$ cat src/rtl/r2d_pkg.sv
// ----------------------------------------------------------------------------
// r2d_pkg
// Shared types, constants and the digit glyph lookup for the radix converter.
// ----------------------------------------------------------------------------
package r2d_pkg;

  localparam int RADIX_W        = 5;
  localparam int DIGIT_W        = 4;
  localparam int CHAR_W         = 7;
  localparam int DIV_STEP       = 8;   // quotient bits resolved per divide cycle
  localparam int QUEUE_DEPTH    = 2;
  localparam int DEF_VALUE_BITS = 31;
  localparam int CFG_ADDR_W     = 3;
  localparam int CFG_DATA_W     = 32;

  localparam logic [RADIX_W-1:0] RADIX_RESET = 5'd10;
  localparam logic [RADIX_W-1:0] RADIX_MIN   = 5'd2;
  localparam logic [RADIX_W-1:0] RADIX_MAX   = 5'd16;

  // register index decoded from paddr
  localparam logic REG_RADIX = 1'b0;

  // per-item classification produced by the front end
  typedef struct packed {
    logic [RADIX_W-1:0] radix;   // effective radix, 2..16
    logic               pow2;    // radix is 2, 4, 8 or 16
    logic [2:0]         shift;   // log2 of radix when pow2
    logic [DIGIT_W-1:0] mask;    // radix - 1 when pow2
  } r2d_class_t;

  function automatic logic [CHAR_W-1:0] digit_glyph(input logic [DIGIT_W-1:0] d);
    logic [CHAR_W-1:0] c;
    if (d < 4'd10) begin
      c = 7'd48 + {3'b000, d};
    end else begin
      c = 7'd55 + {3'b000, d};
    end
    return c;
  endfunction

endpackage

$ cat src/rtl/r2d_front.sv
// ----------------------------------------------------------------------------
// r2d_front
// Radix register with its APB port, and the input side: clamps the radix,
// sorts it into power-of-two or general, and queues each request.
// ----------------------------------------------------------------------------
module r2d_front
  import r2d_pkg::*;
#(
  parameter int VALUE_BITS = DEF_VALUE_BITS
) (
  input  logic                  clk,
  input  logic                  rst_n,
  // apb
  input  logic                  psel,
  input  logic                  penable,
  input  logic                  pwrite,
  input  logic [CFG_ADDR_W-1:0] paddr,
  input  logic [CFG_DATA_W-1:0] pwdata,
  output logic [CFG_DATA_W-1:0] prdata,
  output logic                  pready,
  // request side
  input  logic                  push,
  input  logic [VALUE_BITS-1:0] in_value,
  // queue write side
  input  logic                  q_full,
  output logic                  q_wr,
  output logic [VALUE_BITS-1:0] q_value,
  output r2d_class_t            q_class
);

  logic [RADIX_W-1:0] radix_r;
  logic [RADIX_W-1:0] radix_nxt;
  logic [RADIX_W-1:0] eff;
  logic               wr_en;
  logic               reg_idx;

  assign pready  = 1'b1;
  assign reg_idx = paddr[2];
  assign wr_en   = psel & penable & pwrite & pready;

  always_comb begin
    radix_nxt = radix_r;
    if (wr_en && reg_idx == REG_RADIX) begin
      radix_nxt = pwdata[RADIX_W-1:0];
    end
  end

  always_ff @(posedge clk) begin
    if (!rst_n) begin
      radix_r <= RADIX_RESET;
    end else begin
      radix_r <= radix_nxt;
    end
  end

  assign prdata = (reg_idx == REG_RADIX) ? CFG_DATA_W'(radix_r) : '0;

  // out-of-range codes fold to the nearest legal radix
  always_comb begin
    if (radix_r < RADIX_MIN) begin
      eff = RADIX_MIN;
    end else if (radix_r > RADIX_MAX) begin
      eff = RADIX_MAX;
    end else begin
      eff = radix_r;
    end
  end

  always_comb begin
    q_class.radix = eff;
    q_class.mask  = eff[DIGIT_W-1:0] - 4'd1;
    q_class.pow2  = 1'b1;
    q_class.shift = 3'd0;
    case (eff) inside
      5'd2:    q_class.shift = 3'd1;
      5'd4:    q_class.shift = 3'd2;
      5'd8:    q_class.shift = 3'd3;
      5'd16:   q_class.shift = 3'd4;
      default: q_class.pow2  = 1'b0;
    endcase
  end

  assign q_wr    = push & ~q_full;
  assign q_value = in_value;

endmodule

$ cat src/rtl/r2d_fifo.sv
// ----------------------------------------------------------------------------
// r2d_fifo
// Short queue of classified requests between the front end and the converter.
// ----------------------------------------------------------------------------
module r2d_fifo
  import r2d_pkg::*;
#(
  parameter int VALUE_BITS = DEF_VALUE_BITS
) (
  input  logic                  clk,
  input  logic                  rst_n,
  input  logic                  wr,
  input  logic [VALUE_BITS-1:0] wr_value,
  input  r2d_class_t            wr_class,
  output logic                  full,
  input  logic                  rd,
  output logic [VALUE_BITS-1:0] rd_value,
  output r2d_class_t            rd_class,
  output logic                  empty
);

  localparam int PTR_W = $clog2(QUEUE_DEPTH);
  localparam int CNT_W = $clog2(QUEUE_DEPTH + 1);

  logic [VALUE_BITS-1:0] val_r [QUEUE_DEPTH];
  r2d_class_t            cls_r [QUEUE_DEPTH];
  logic [PTR_W-1:0]      wp_r, wp_nxt;
  logic [PTR_W-1:0]      rp_r, rp_nxt;
  logic [CNT_W-1:0]      cnt_r, cnt_nxt;
  logic                  do_wr, do_rd;

  assign full  = (cnt_r == CNT_W'(QUEUE_DEPTH));
  assign empty = (cnt_r == '0);
  assign do_wr = wr & ~full;
  assign do_rd = rd & ~empty;

  always_comb begin
    wp_nxt  = wp_r;
    rp_nxt  = rp_r;
    cnt_nxt = cnt_r;
    if (do_wr) begin
      wp_nxt = (wp_r == PTR_W'(QUEUE_DEPTH - 1)) ? '0 : wp_r + 1'b1;
    end
    if (do_rd) begin
      rp_nxt = (rp_r == PTR_W'(QUEUE_DEPTH - 1)) ? '0 : rp_r + 1'b1;
    end
    if (do_wr && !do_rd) begin
      cnt_nxt = cnt_r + 1'b1;
    end else if (do_rd && !do_wr) begin
      cnt_nxt = cnt_r - 1'b1;
    end
  end

  always_ff @(posedge clk) begin
    if (!rst_n) begin
      wp_r  <= '0;
      rp_r  <= '0;
      cnt_r <= '0;
    end else begin
      wp_r  <= wp_nxt;
      rp_r  <= rp_nxt;
      cnt_r <= cnt_nxt;
    end
  end

  always_ff @(posedge clk) begin
    if (do_wr) begin
      val_r[wp_r] <= wr_value;
      cls_r[wp_r] <= wr_class;
    end
  end

  assign rd_value = val_r[rp_r];
  assign rd_class = cls_r[rp_r];

endmodule

$ cat src/rtl/r2d_back.sv
// ----------------------------------------------------------------------------
// r2d_back
// Converter: peels digits off least significant first (shift for power-of-two
// radices, iterative restoring divide otherwise) onto a digit stack, then
// replays the stack most significant first into the result register.
// ----------------------------------------------------------------------------
module r2d_back
  import r2d_pkg::*;
#(
  parameter int VALUE_BITS = DEF_VALUE_BITS
) (
  input  logic                  clk,
  input  logic                  rst_n,
  // queue read side
  input  logic                  q_empty,
  input  logic [VALUE_BITS-1:0] q_value,
  input  r2d_class_t            q_class,
  output logic                  q_rd,
  // result side
  input  logic                  pop,
  output logic                  empty,
  output logic [CHAR_W-1:0]     out_digit_char,
  output logic                  out_last_digit
);

  localparam int DIV_CYC  = (VALUE_BITS + DIV_STEP - 1) / DIV_STEP;
  localparam int WORK_W   = DIV_CYC * DIV_STEP;
  localparam int CYC_W    = (DIV_CYC > 1) ? $clog2(DIV_CYC) : 1;
  localparam int CNT_W    = $clog2(VALUE_BITS + 1);
  localparam logic [CYC_W-1:0] CYC_LAST = CYC_W'(DIV_CYC - 1);

  typedef enum logic [2:0] {
    ST_IDLE = 3'b001,
    ST_DIV  = 3'b010,
    ST_EMIT = 3'b100
  } r2d_state_t;

  r2d_state_t          state_r, state_nxt;
  logic [WORK_W-1:0]   work_r, work_nxt;
  logic [DIGIT_W-1:0]  rem_r, rem_nxt;
  logic [CYC_W-1:0]    cyc_r, cyc_nxt;
  logic [CNT_W-1:0]    cnt_r, cnt_nxt;
  r2d_class_t          cls_r;
  logic [DIGIT_W-1:0]  stk_r [VALUE_BITS];
  logic                out_valid_r, out_valid_nxt;
  logic [CHAR_W-1:0]   out_char_r;
  logic                out_last_r;

  logic [DIGIT_W-1:0]  div_rem;
  logic [WORK_W-1:0]   div_work;
  logic [DIGIT_W-1:0]  push_digit;
  logic                push_stk;
  logic                pop_stk;
  logic                load_out;
  logic                pop_ok;
  logic                digit_done;

  // DIV_STEP restoring steps on the narrow remainder
  always_comb begin
    logic [DIGIT_W-1:0]  r;
    logic [DIGIT_W:0]    t;
    logic [DIV_STEP-1:0] q;
    r = rem_r;
    q = '0;
    for (int i = 0; i < DIV_STEP; i++) begin
      t = {r, work_r[WORK_W-1-i]};
      if (t >= cls_r.radix) begin
        t = t - cls_r.radix;
        q[DIV_STEP-1-i] = 1'b1;
      end
      r = t[DIGIT_W-1:0];
    end
    div_rem  = r;
    div_work = (work_r << DIV_STEP) | WORK_W'(q);
  end

  assign pop_ok   = pop & out_valid_r;
  assign load_out = (state_r == ST_EMIT) && (!out_valid_r || pop_ok);
  assign q_rd     = (state_r == ST_IDLE) && !q_empty;

  always_comb begin
    state_nxt  = state_r;
    work_nxt   = work_r;
    rem_nxt    = rem_r;
    cyc_nxt    = cyc_r;
    cnt_nxt    = cnt_r;
    push_stk   = 1'b0;
    pop_stk    = 1'b0;
    push_digit = div_rem;
    digit_done = 1'b0;
    case (state_r)
      ST_IDLE: begin
        if (!q_empty) begin
          work_nxt  = WORK_W'(q_value);
          rem_nxt   = '0;
          cyc_nxt   = '0;
          cnt_nxt   = '0;
          state_nxt = ST_DIV;
        end
      end
      ST_DIV: begin
        if (cls_r.pow2) begin
          push_digit = work_r[DIGIT_W-1:0] & cls_r.mask;
          work_nxt   = work_r >> cls_r.shift;
          digit_done = 1'b1;
        end else begin
          work_nxt = div_work;
          rem_nxt  = div_rem;
          cyc_nxt  = cyc_r + 1'b1;
          if (cyc_r == CYC_LAST) begin
            rem_nxt    = '0;
            cyc_nxt    = '0;
            digit_done = 1'b1;
          end
        end
        if (digit_done) begin
          push_stk = 1'b1;
          cnt_nxt  = cnt_r + 1'b1;
          // stop once the quotient runs out
          if (work_nxt == '0) begin
            state_nxt = ST_EMIT;
          end
        end
      end
      ST_EMIT: begin
        if (load_out) begin
          pop_stk = 1'b1;
          cnt_nxt = cnt_r - 1'b1;
          if (cnt_r == CNT_W'(1)) begin
            state_nxt = ST_IDLE;
          end
        end
      end
      default: begin
        state_nxt = ST_IDLE;
      end
    endcase
  end

  always_comb begin
    out_valid_nxt = out_valid_r;
    if (load_out) begin
      out_valid_nxt = 1'b1;
    end else if (pop_ok) begin
      out_valid_nxt = 1'b0;
    end
  end

  always_ff @(posedge clk) begin
    if (!rst_n) begin
      state_r     <= ST_IDLE;
      cnt_r       <= '0;
      cyc_r       <= '0;
      out_valid_r <= 1'b0;
    end else begin
      state_r     <= state_nxt;
      cnt_r       <= cnt_nxt;
      cyc_r       <= cyc_nxt;
      out_valid_r <= out_valid_nxt;
    end
  end

  always_ff @(posedge clk) begin
    work_r <= work_nxt;
    rem_r  <= rem_nxt;
    if (q_rd) begin
      cls_r <= q_class;
    end
    if (load_out) begin
      out_char_r <= digit_glyph(stk_r[0]);
      out_last_r <= (cnt_r == CNT_W'(1));
    end
  end

  // digit stack: top of stack is always entry 0
  always_ff @(posedge clk) begin
    if (push_stk) begin
      stk_r[0] <= push_digit;
      for (int i = 1; i < VALUE_BITS; i++) begin
        stk_r[i] <= stk_r[i-1];
      end
    end else if (pop_stk) begin
      for (int i = 0; i < VALUE_BITS - 1; i++) begin
        stk_r[i] <= stk_r[i+1];
      end
    end
  end

  assign empty          = ~out_valid_r;
  assign out_digit_char = out_char_r;
  assign out_last_digit = out_last_r;

`ifndef SYNTH
  a_idle_no_digits: assert property (@(posedge clk) disable iff (!rst_n)
    (state_r == ST_IDLE) |-> (cnt_r == '0))
    else $error("digit stack not drained at end of request");

  a_stack_bound: assert property (@(posedge clk) disable iff (!rst_n)
    cnt_r <= CNT_W'(VALUE_BITS))
    else $error("digit stack overflow");

  a_rem_below_radix: assert property (@(posedge clk) disable iff (!rst_n)
    (state_r == ST_DIV && !cls_r.pow2) |-> ({1'b0, rem_r} < cls_r.radix))
    else $error("partial remainder not below radix");

  a_emit_has_digits: assert property (@(posedge clk) disable iff (!rst_n)
    (state_r == ST_EMIT) |-> (cnt_r != '0))
    else $error("emitting from an empty digit stack");

  a_last_ends_request: assert property (@(posedge clk) disable iff (!rst_n)
    (load_out && cnt_r == CNT_W'(1)) |=> (state_r == ST_IDLE))
    else $error("final digit loaded but converter did not finish");
`endif

endmodule

$ cat src/rtl/integer_to_radix_digits_top.sv
// ----------------------------------------------------------------------------
// integer_to_radix_digits_top
// Converts non-negative integers to ASCII digit strings in a radix of 2..16.
// ----------------------------------------------------------------------------
// Usage:
//   Requests enter on push/full with in_value; a request is taken on a clock
//   edge with push high and full low. A two-entry queue holds requests while
//   the converter is busy.
//   Digits leave on empty/pop, most significant first, one ASCII character per
//   result ('0'-'9', 'A'-'F'), with out_last_digit set on the final digit.
//   Zero gives the single digit "0".
//   The radix register sits at APB address 0 (reset 10); codes 0/1 act as 2,
//   codes above 16 act as 16. Write it only while the block is idle.
// Processing per request:
//   power-of-two radix: digits are shifted off, then replayed;
//   other radices: digits come from restoring division (8 quotient bits
//   per cycle), then are replayed; requests pass the queue and hand-off
//   first. First digit appears after the divide phase.
// A stalled receiver holds the current digit and stops replay; the queue
// keeps taking requests until full. Reset empties the queue and the result
// register and sets the radix to 10.
// ----------------------------------------------------------------------------
module integer_to_radix_digits_top
  import r2d_pkg::*;
#(
  parameter int VALUE_BITS = DEF_VALUE_BITS
) (
  input  logic                  clk,
  input  logic                  rst_n,
  // configuration
  input  logic                  psel,
  input  logic                  penable,
  input  logic                  pwrite,
  input  logic [CFG_ADDR_W-1:0] paddr,
  input  logic [CFG_DATA_W-1:0] pwdata,
  output logic [CFG_DATA_W-1:0] prdata,
  output logic                  pready,
  // requests
  input  logic                  push,
  output logic                  full,
  input  logic [VALUE_BITS-1:0] in_value,
  // digits
  output logic                  empty,
  input  logic                  pop,
  output logic [CHAR_W-1:0]     out_digit_char,
  output logic                  out_last_digit
);

  logic                  q_wr;
  logic                  q_full;
  logic [VALUE_BITS-1:0] q_wr_value;
  r2d_class_t            q_wr_class;
  logic                  q_rd;
  logic                  q_empty;
  logic [VALUE_BITS-1:0] q_rd_value;
  r2d_class_t            q_rd_class;

  r2d_front #(.VALUE_BITS(VALUE_BITS)) u_front (
    .clk      (clk),
    .rst_n    (rst_n),
    .psel     (psel),
    .penable  (penable),
    .pwrite   (pwrite),
    .paddr    (paddr),
    .pwdata   (pwdata),
    .prdata   (prdata),
    .pready   (pready),
    .push     (push),
    .in_value (in_value),
    .q_full   (q_full),
    .q_wr     (q_wr),
    .q_value  (q_wr_value),
    .q_class  (q_wr_class)
  );

  r2d_fifo #(.VALUE_BITS(VALUE_BITS)) u_fifo (
    .clk      (clk),
    .rst_n    (rst_n),
    .wr       (q_wr),
    .wr_value (q_wr_value),
    .wr_class (q_wr_class),
    .full     (q_full),
    .rd       (q_rd),
    .rd_value (q_rd_value),
    .rd_class (q_rd_class),
    .empty    (q_empty)
  );

  r2d_back #(.VALUE_BITS(VALUE_BITS)) u_back (
    .clk            (clk),
    .rst_n          (rst_n),
    .q_empty        (q_empty),
    .q_value        (q_rd_value),
    .q_class        (q_rd_class),
    .q_rd           (q_rd),
    .pop            (pop),
    .empty          (empty),
    .out_digit_char (out_digit_char),
    .out_last_digit (out_last_digit)
  );

  assign full = q_full;

endmodule
$ cat config.mk
export PLATFORM = sky130hd
export DESIGN_NAME = integer_to_radix_digits_top
export DESIGN_NICKNAME = d
export VERILOG_FILES = /design/src/rtl/r2d_pkg.sv /design/src/rtl/r2d_front.sv /design/src/rtl/r2d_fifo.sv /design/src/rtl/r2d_back.sv /design/src/rtl/integer_to_radix_digits_top.sv
export SDC_FILE = /design/constraint.sdc
export NUM_CORES = 1
export LEC_CHECK = 0
export CAP_MARGIN = 20
export CORE_MARGIN = 5
export CORE_UTILIZATION = 35
export DETAILED_ROUTE_END_ITERATION = 16
export DONT_BUFFER_PORTS = 1
export PLACE_DENSITY_LB_ADDON = 0.05
export SETUP_SLACK_MARGIN = 0.02
export SLEW_MARGIN = 0
export SYNTH_ARGS = -nofsm -noshare
export SYNTH_HDL_FRONTEND = slang
export SYNTH_SLANG_ARGS = --single-unit
export TNS_END_PERCENT = 30
$ cat constraint.sdc
create_clock -name clk -period 19.75 [get_ports clk]
set_clock_uncertainty 0.05 [all_clocks]
set_input_delay 1.975 -clock clk [delete_from_list [all_inputs] [get_ports clk]]
set_output_delay 1.975 -clock clk [all_outputs]
set_load 0.02 [all_outputs]
==> flow_summary.ini, run 1 <==
[timing]
rsz0062_at_grt = false
tightest_slew_ps = 993
post-route-min-period_ps = 12870
period_share = 0.651
slew_headroom = 0.338
finalHoldViolCount = 0
drv_slew = 0
fin_tns_setup_ps = 0
setup_viol = 0
max_freq_ghz = 0.0777

[worst_hold_path]
hp-start = u_back.stk_r[1][52]$_DFFE_PP_
min_to = u_back.stk_r[1][56]$_DFFE_PP_
hold_path.class = reg -> reg
hold_depth = 0

[critical_path]
crit_buf_inv = 4
start_kind = register
r2r_cells = 46
critPathKind = reg -> reg
r2r_setup_slack_ps = 6880
endpoint_kind = register
cp.arrival_ps = 13200
required_ps = 20080
timing.rr.start = u_back.cls_r[9]$_DFFE_PP_
slowest_stage = edfxtp_1
crit_family = compound AO/OA/AOI/OAI gates
max_stage_delay_ps = 710
cpMostUsedCell = ha_1
r2r-end = u_back.state_r[1]$_SDFFE_PN0P_
crit_path_max_fanout = 10

[cells_and_area]
final_net_count = 1402
final_cell_mix = edfxtp_1, nand2_1, mux2_2
num-fill-cells = 4183
layout_commonest_cell = edfxtp_1
regArea_um2 = 8500
multi_input_area_um2 = 6190
antennaDiodeCount = 0
final_cells = 1882
area_growth_pct = 11.0
final_layout_size_suffix_gt1_frac = 0.152

[die]
core_area_um2 = 43100
fp-row-count = 76
io_pins = 116
die_x_um = 219
start_util = 0.353
dieHeight_um = 219
die_area_um2 = 47700

[global_routing]
grt_pass1_vias = 9597
antenna_found_initial = 0
grt_first_pass_wirelength_um = 54200
grt.total_usage = 0.143
grt_start_max_net_pins = 81
grt_overflow = 0

[yosys]
synth_edf_count = 269
netlist-cell-type-count = 64
synthCells = 1279
ys_ff_latch = 290
synth_warnings = 0
synth.cell_area_um2 = 15200
seq_area_frac_synth = 0.558
synth.avg_cell_area_um2 = 11.9
async_flop_share = 0
synthFlopType = edfxtp_1

[cts]
holdBufCountCts = 0
clock_path_buffers = 3
cts_resized = 0
cts_setup_buffers = 0
root_buffer = clkbuf_16
clock-sinks = 290
clk_latency_ps = 530
path_clk_slew_ps = 60
numCtsBuffers = 35
cts_tree = yes
htreeDepth = 2

[place]
dpl.hpwl_um = 22300
portBuffers = 0
routabilityCongestion = 0.848
place_inst = 1820

[drt]
routed_via_density = 5.07
antenna_left = 0
remaining_drc_errors = 0
wl_per_cell_um = 18.0
first_pass_iters = 6
drtIter0Drc = 703
drt_wl_total_um = 33800
vias = 9539

[job]
drv_cap = 0

[run_status]
status = completed
## routing by layer
metal / wire, µm / track usage
met5: 0 / 0
met4: 1060 / 0.0548
met3: 1470 / 0.0278
met2: 15100 / 0.217
met1: 16100 / 0.202
## sequential cells by signal, summed over array words and instances, names as in the netlist, named ones only
register / flops
u_back.cyc_r: 2
u_fifo.rp_r: 1
u_fifo.val_r: 62
u_back.out_valid_r: 1
u_back.work_r: 32
u_fifo.cnt_r: 2
u_back.out_digit_char: 7
u_back.rem_r: 4
u_back.stk_r: 124
u_front.radix_r: 5
u_back.out_last_digit: 1
u_fifo.wp_r: 1
u_fifo.cls_r: 26
u_back.cnt_r: 5
u_back.state_r: 3
u_back.cls_r: 13
## layout make-up
cell class | instances | area share
repair buffers | 18 | 0.00800
clock buffers | 40 | 0.0561
multi-input cells | 872 | 0.366
inverters | 55 | 0.0122
clock inverters | 22 | 0.0107
flip-flops and latches | 290 | 0.503
well taps | 585 | 0.0433
## worst max path at each step
stage | startpoint | slack, ps | to | cells after the start
2_1_floorplan | u_back.cls_r[9]$_DFFE_PP_ | 8700 | u_back.stk_r[0][1]$_DFFE_PP_ | 46
3_3_place_gp | u_back.cls_r[9]$_DFFE_PP_ | 7010 | u_back.state_r[1]$_SDFFE_PN0P_ | 47
3_5_place_dp | u_back.cls_r[9]$_DFFE_PP_ | 6870 | u_back.state_r[1]$_SDFFE_PN0P_ | 45
4_1_cts | u_back.cls_r[9]$_DFFE_PP_ | 6850 | u_back.state_r[1]$_SDFFE_PN0P_ | 46
5_1_grt | u_back.cls_r[9]$_DFFE_PP_ | 5800 | u_back.state_r[1]$_SDFFE_PN0P_ | 46
6_report | u_back.cls_r[9]$_DFFE_PP_ | 6880 | u_back.state_r[1]$_SDFFE_PN0P_ | 46
## through the flow
step	cell area, µm²	setup WS, ps	utilization	hold WS (ps)
finish	16900	6880	0.392	395
CTS	16900	6850	0.392	399
floorplan	15300	8700	-	372
global placement	15800	7010	0.366	379
global route	16900	5800	0.392	410
detailed placement	15800	6870	0.366	386
## cells in the mapped netlist, drive strengths merged (3+ instances only)
cell type  instances  area (µm²)
o211ai             7        52.6
o21a               3        22.5
a21boi             3        22.5
ha                49         613
a221oi             4        35.0
a211o              5        43.8
and2               4        25.0
or3                3        18.8
o31ai              5        37.5
inv               53         199
mux2              86         968
o221ai             4        35.0
a31oi              7        43.8
o22a               4        35.0
xor2              11        96.3
nor4               5        37.5
nand4              6        37.5
nor2              61         229
a21oi             52         260
clkbuf            46         173
buf               42         297
dfxtp             21         420
o21ai             54         270
nand3             11        55.1
edfxtp           269        8080
mux4              27         608
mux2i             56         561
nor3              13        65.1
nand2            260         976
and3               4        25.0
fa                 8         160
a31o               4        35.0
a21o               6        45.0
o221a              3        33.8
xnor2             12         105
nand2b             9        56.3
nor2b             23         144
a211oi            13        97.6
## logic make-up (layout without fill, tap and decap cells)
family | count (synthesis) | after routing | synth area share
simple gates | 406 | 406 | 0.113
flops | 290 | 290 | 0.558
other cells | 2 | 28 | 0.000494
compound gates | 189 | 189 | 0.0788
buf+inv | 143 | 135 | 0.0444
xor+xnor | 23 | 23 | 0.0132
fa+ha+maj | 57 | 57 | 0.0508
mux | 169 | 169 | 0.140
Power of run 1 is left out: the tool's default activity adds up to more than one toggle a clock period on the data nets, which glitch-free logic cannot reach.
==> run 2, diff against run 1 <==
Clock period 19.75 ns to 12.92 ns, I/O delays scaled along.
==> run 2 against run 1 <==
Core utilization is essentially flat. Setup slack got worse by 6000 ps. Cell area is essentially flat. Highest routed layer unchanged.
==> flow_summary.ini, run 2 (same netlist as run 1, synthesis figures left out) <==
[run_status]
status = completed

[cells_and_area]
reg_top3 = u_back.stk_r: 124 flops, u_fifo.val_r: 62 flops, u_back.work_r: 32 flops
area_growth_pct = 11.0
antennaDiodeCount = 0
num-fill-cells = 4212
design_area_um2 = 16900
largest_reg_flops = 124
layout_commonest_cell = edfxtp_1
final_cell_mix = edfxtp_1, nand2_1, mux2_2
largest-register = u_back.stk_r
final_net_count = 1411
final_layout_size_suffix_gt1_frac = 0.154

[timing]
max_freq_ghz = 0.0834
period_share = 0.928
post-route-min-period_ps = 11990
setup_viol = 0
drv_slew = 0
tightest_slew_ps = 852
fin_tns_setup_ps = 0
rsz0062_at_grt = false
finalHoldViolCount = 0
slew_headroom = 0.432

[worst_hold_path]
hold_path.class = reg -> reg
min_to = u_back.stk_r[1][56]$_DFFE_PP_
hold_depth = 0
hp-start = u_back.stk_r[1][52]$_DFFE_PP_

[global_routing]
grt_overflow = 0
grt_start_max_net_pins = 81
grt.total_usage = 0.141
grt_pass1_vias = 9526
grt_first_pass_wirelength_um = 53600
antenna_found_initial = 0

[die]
die_area_um2 = 47700
start_util = 0.353
fp-row-count = 76
core_area_um2 = 43100
die_x_um = 219
io_pins = 116
dieHeight_um = 219

[place]
dpl.hpwl_um = 22200
portBuffers = 0
routabilityCongestion = 0.832
placed_cell_area_um2 = 15800

[critical_path]
timing.rr.start = u_back.work_r[31]$_SDFFCE_PN0P_
cp.arrival_ps = 12220
r2r_cells = 48
start_kind = register
cpMostUsedCell = ha_1
required_ps = 13150
r2r-end = u_back.stk_r[0][1]$_DFFE_PP_
r2r_setup_slack_ps = 930
critPathKind = reg -> reg
slowest_stage = edfxtp_1
endpoint_kind = register
crit_path_max_fanout = 7
max_stage_delay_ps = 490

[drt]
drt_wl_total_um = 33200
drtIter0Drc = 537
wl_per_cell_um = 17.6
antenna_left = 0
remaining_drc_errors = 0
routed_via_density = 5.01
first_pass_iters = 4
vias = 9461

[cts]
cts_tree = yes
holdBufCountCts = 0
htreeDepth = 2
root_buffer = clkbuf_16
numCtsBuffers = 35
clock_path_buffers = 3
clock-sinks = 290
path_clk_slew_ps = 60
clk_latency_ps = 540

[job]
drv_cap = 0
[run 2: cell types whose count changed in the layout (fill, tap and decap cells not counted), moves of 2 or more]
cell / change
buf_4: +9
inv_6: +4
clkinv_2: -4
clkbuf_16: -2
clkinv_1: -3
clkbuf_1: +7
[run 2: layer usage]
metal  up-vias  GRT usage  part of all wire
li1       4608          -                 -
met1      4633      0.199              0.48
met2       160      0.216              0.45
met3        60     0.0272             0.041
met4         0     0.0532             0.032
met5         -          0                 0
[run 2: how the worst max path moves through the flow]
stage                                     from                            to  slack (ps)  depth (start not counted)
2_1_floorplan        u_back.cls_r[9]$_DFFE_PP_  u_back.stk_r[0][1]$_DFFE_PP_        1870                         46
3_3_place_gp         u_back.cls_r[8]$_DFFE_PP_  u_back.stk_r[0][1]$_DFFE_PP_         900                         48
3_5_place_dp         u_back.cls_r[8]$_DFFE_PP_  u_back.stk_r[0][1]$_DFFE_PP_         810                         47
4_1_cts              u_back.cls_r[8]$_DFFE_PP_  u_back.stk_r[0][1]$_DFFE_PP_         750                         47
5_1_grt        u_back.work_r[31]$_SDFFCE_PN0P_  u_back.stk_r[0][1]$_DFFE_PP_          50                         48
6_report       u_back.work_r[31]$_SDFFCE_PN0P_  u_back.stk_r[0][1]$_DFFE_PP_         930                         48
[run 2: cell type report]
| class | instances | area, µm² | area share |
|---|---|---|---|
| Multi-Input combinational cell | 872 | 6190 | 0.366 |
| Timing Repair Buffer | 27 | 203 | 0.0120 |
| Sequential cell | 290 | 8500 | 0.503 |
| Tap cell | 585 | 732 | 0.0433 |
| Clock inverter | 16 | 138 | 0.00815 |
| Inverter | 55 | 206 | 0.0122 |
| Clock buffer | 45 | 923 | 0.0547 |
[run 2: worst max-delay path: cells and delay by family, from the launching register on]
kind,cells,cell delay (ps)
compound gates,18,3810
buf+inv,5,620
fa+ha+maj,8,2570
mux,7,2220
simple gates,10,2000
flops,1,490
[run 2: through the flow]
| step | worst slack [ps] | hold WS, ps | util | instances |
|---|---|---|---|---|
| finish | 926 | 391 | 0.392 | 1890 |
| global route | 49.8 | 401 | 0.392 | 1890 |
| CTS | 747 | 395 | 0.392 | 1887 |
| detailed placement | 807 | 381 | 0.367 | 1826 |
| global placement | 902 | 378 | 0.367 | 1826 |
| floorplan | 1870 | 372 | - | 1305 |
[run 2: repair_timing]
item                       4_1_cts  5_1_grt
resized for setup                0        1
setup endpoints to repair        0        4
buffers inserted                 0        3
Power of run 2 is left out for the same reason.
==> run 3, diff against run 2 <==
Settings changed: CORE_UTILIZATION 35 to 60.
==> run 3 against run 2 <==
Die area fell by 40%. Global-route usage is 6.4 points higher. Hold slack better by 6.6 ps. Fmax up 0.51%. Routed wire length decreased by 10%. Core utilization up 26 points. Critical endpoint is now u_back.state_r[1]$_SDFFE_PN0P_. Flip-flop and latch count unchanged. Critical path depth fell by 2. Setup slack gained 61 ps.
==> flow_summary.ini, run 3 (same netlist as run 1, synthesis figures left out) <==
[run_status]
status = completed

[global_routing]
grt_pass1_vias = 9224
grt_overflow = 0
grt_start_max_net_pins = 81
grt.total_usage = 0.205
antenna_found_initial = 0
grt_first_pass_wirelength_um = 48100

[place]
place_inst = 1564
routabilityCongestion = 0.903
dpl.hpwl_um = 20100
portBuffers = 0

[critical_path]
endpoint_kind = register
required_ps = 13270
r2r_setup_slack_ps = 990
startpoint = u_back.cls_r[8]$_DFFE_PP_
start_kind = register
critPathKind = reg -> reg
timing.rr.start = u_back.cls_r[8]$_DFFE_PP_
r2r-end = u_back.state_r[1]$_SDFFE_PN0P_
cp.arrival_ps = 12280
slowest_stage = edfxtp_1
cpMostUsedCell = ha_1
crit_path_max_fanout = 8
max_stage_delay_ps = 570
r2r_cells = 46
crit_path_end = u_back.state_r[1]$_SDFFE_PN0P_

[cells_and_area]
reg_top3 = u_back.stk_r: 124 flops, u_fifo.val_r: 62 flops, u_back.work_r: 32 flops
largest-register = u_back.stk_r
final_cell_mix = edfxtp_1, nand2_1, mux2_2
final_util = 0.657
final_cells = 1620
final_net_count = 1396
final_layout_size_suffix_gt1_frac = 0.149
largest_reg_flops = 124
area_growth_pct = 8.38
antennaDiodeCount = 0
layout_commonest_cell = edfxtp_1

[job]
drv_cap = 0

[timing]
period_share = 0.924
drv_slew = 0
slew_headroom = 0.308
post-route-min-period_ps = 11930
rsz0062_at_grt = false
tightest_slew_ps = 1040
max_freq_ghz = 0.0838
fin_tns_setup_ps = 0
finalHoldViolCount = 0
setup_viol = 0

[drt]
first_pass_iters = 5
antenna_left = 0
drt_wl_total_um = 29800
remaining_drc_errors = 0
wl_per_cell_um = 18.4
vias = 9442
drtIter0Drc = 693
routed_via_density = 5.83

[cts]
clock_path_buffers = 3
cts_tree = yes
cts_setup_buffers = 0
root_buffer = clkbuf_16
htreeDepth = 1
path_clk_slew_ps = 60
numCtsBuffers = 30
cts_resized = 0
clock-sinks = 290
clk_latency_ps = 550
holdBufCountCts = 0

[die]
start_util = 0.606
die_x_um = 169
core_area_um2 = 25100
dieHeight_um = 169
die_area_um2 = 28600
fp-row-count = 58
io_pins = 116

[worst_hold_path]
hold_path.class = reg -> reg
[run 3: cell types whose count changed in the layout (fill, tap and decap cells not counted), sizes merged]
cell,delta
buf,-10
clkbuf,-10
bufinv,+4
clkinv,+4
inv,-4
clkinvlp,+1
[run 3: layout make-up]
class / count / area [µm²]
Clock inverter: 21 / 258
Multi-Input combinational cell: 872 / 6190
Clock buffer: 35 / 801
Tap cell: 330 / 413
Sequential cell: 290 / 8500
Timing Repair Buffer: 17 / 128
Inverter: 55 / 206
Fill cell: 1929 / 8620
[run 3: per-stage QoR]
| stage | hold WS, ps | cell area (µm²) | setup slack (ps) |
|---|---|---|---|
| finish | 398 | 16500 | 987 |
| CTS | 404 | 16500 | 1030 |
| global placement | 377 | 15400 | 1230 |
| detailed placement | 390 | 15400 | 1040 |
| floorplan | 372 | 15300 | 1870 |
| global route | 408 | 16500 | 161 |
[run 3: worst min-delay path by stage]
stage	from	endpoint	slack, ps	depth (start not counted)
3_3_place_gp	u_back.stk_r[1][55]$_DFFE_PP_	u_back.stk_r[1][59]$_DFFE_PP_	380	0
4_1_cts	u_back.stk_r[1][54]$_DFFE_PP_	u_back.stk_r[1][58]$_DFFE_PP_	400	0
5_1_grt	u_back.stk_r[1][54]$_DFFE_PP_	u_back.stk_r[1][58]$_DFFE_PP_	410	0
2_1_floorplan	u_back.stk_r[1][52]$_DFFE_PP_	u_back.stk_r[1][56]$_DFFE_PP_	370	0
3_5_place_dp	u_back.stk_r[1][54]$_DFFE_PP_	u_back.stk_r[1][58]$_DFFE_PP_	390	0
6_report	u_back.stk_r[1][54]$_DFFE_PP_	u_back.stk_r[1][58]$_DFFE_PP_	400	0
[run 3: worst max-delay path: cells and delay by family (launching register included)]
kind,cells,cell delay [ps]
compound gates,18,3500
fa+ha+maj,8,2550
buf+inv,3,350
flops,1,570
mux,7,2240
simple gates,10,2510
[run 3: metal layers]
metal / track usage / part of all wire / vias up
met5: 0 / 0 / -
met1: 0.296 / 0.45 / 4575
met2: 0.331 / 0.47 / 237
li1: - / - / 4580
met4: 0.0501 / 0.023 / 0
met3: 0.0335 / 0.054 / 50
Power of run 3 is left out for the same reason.
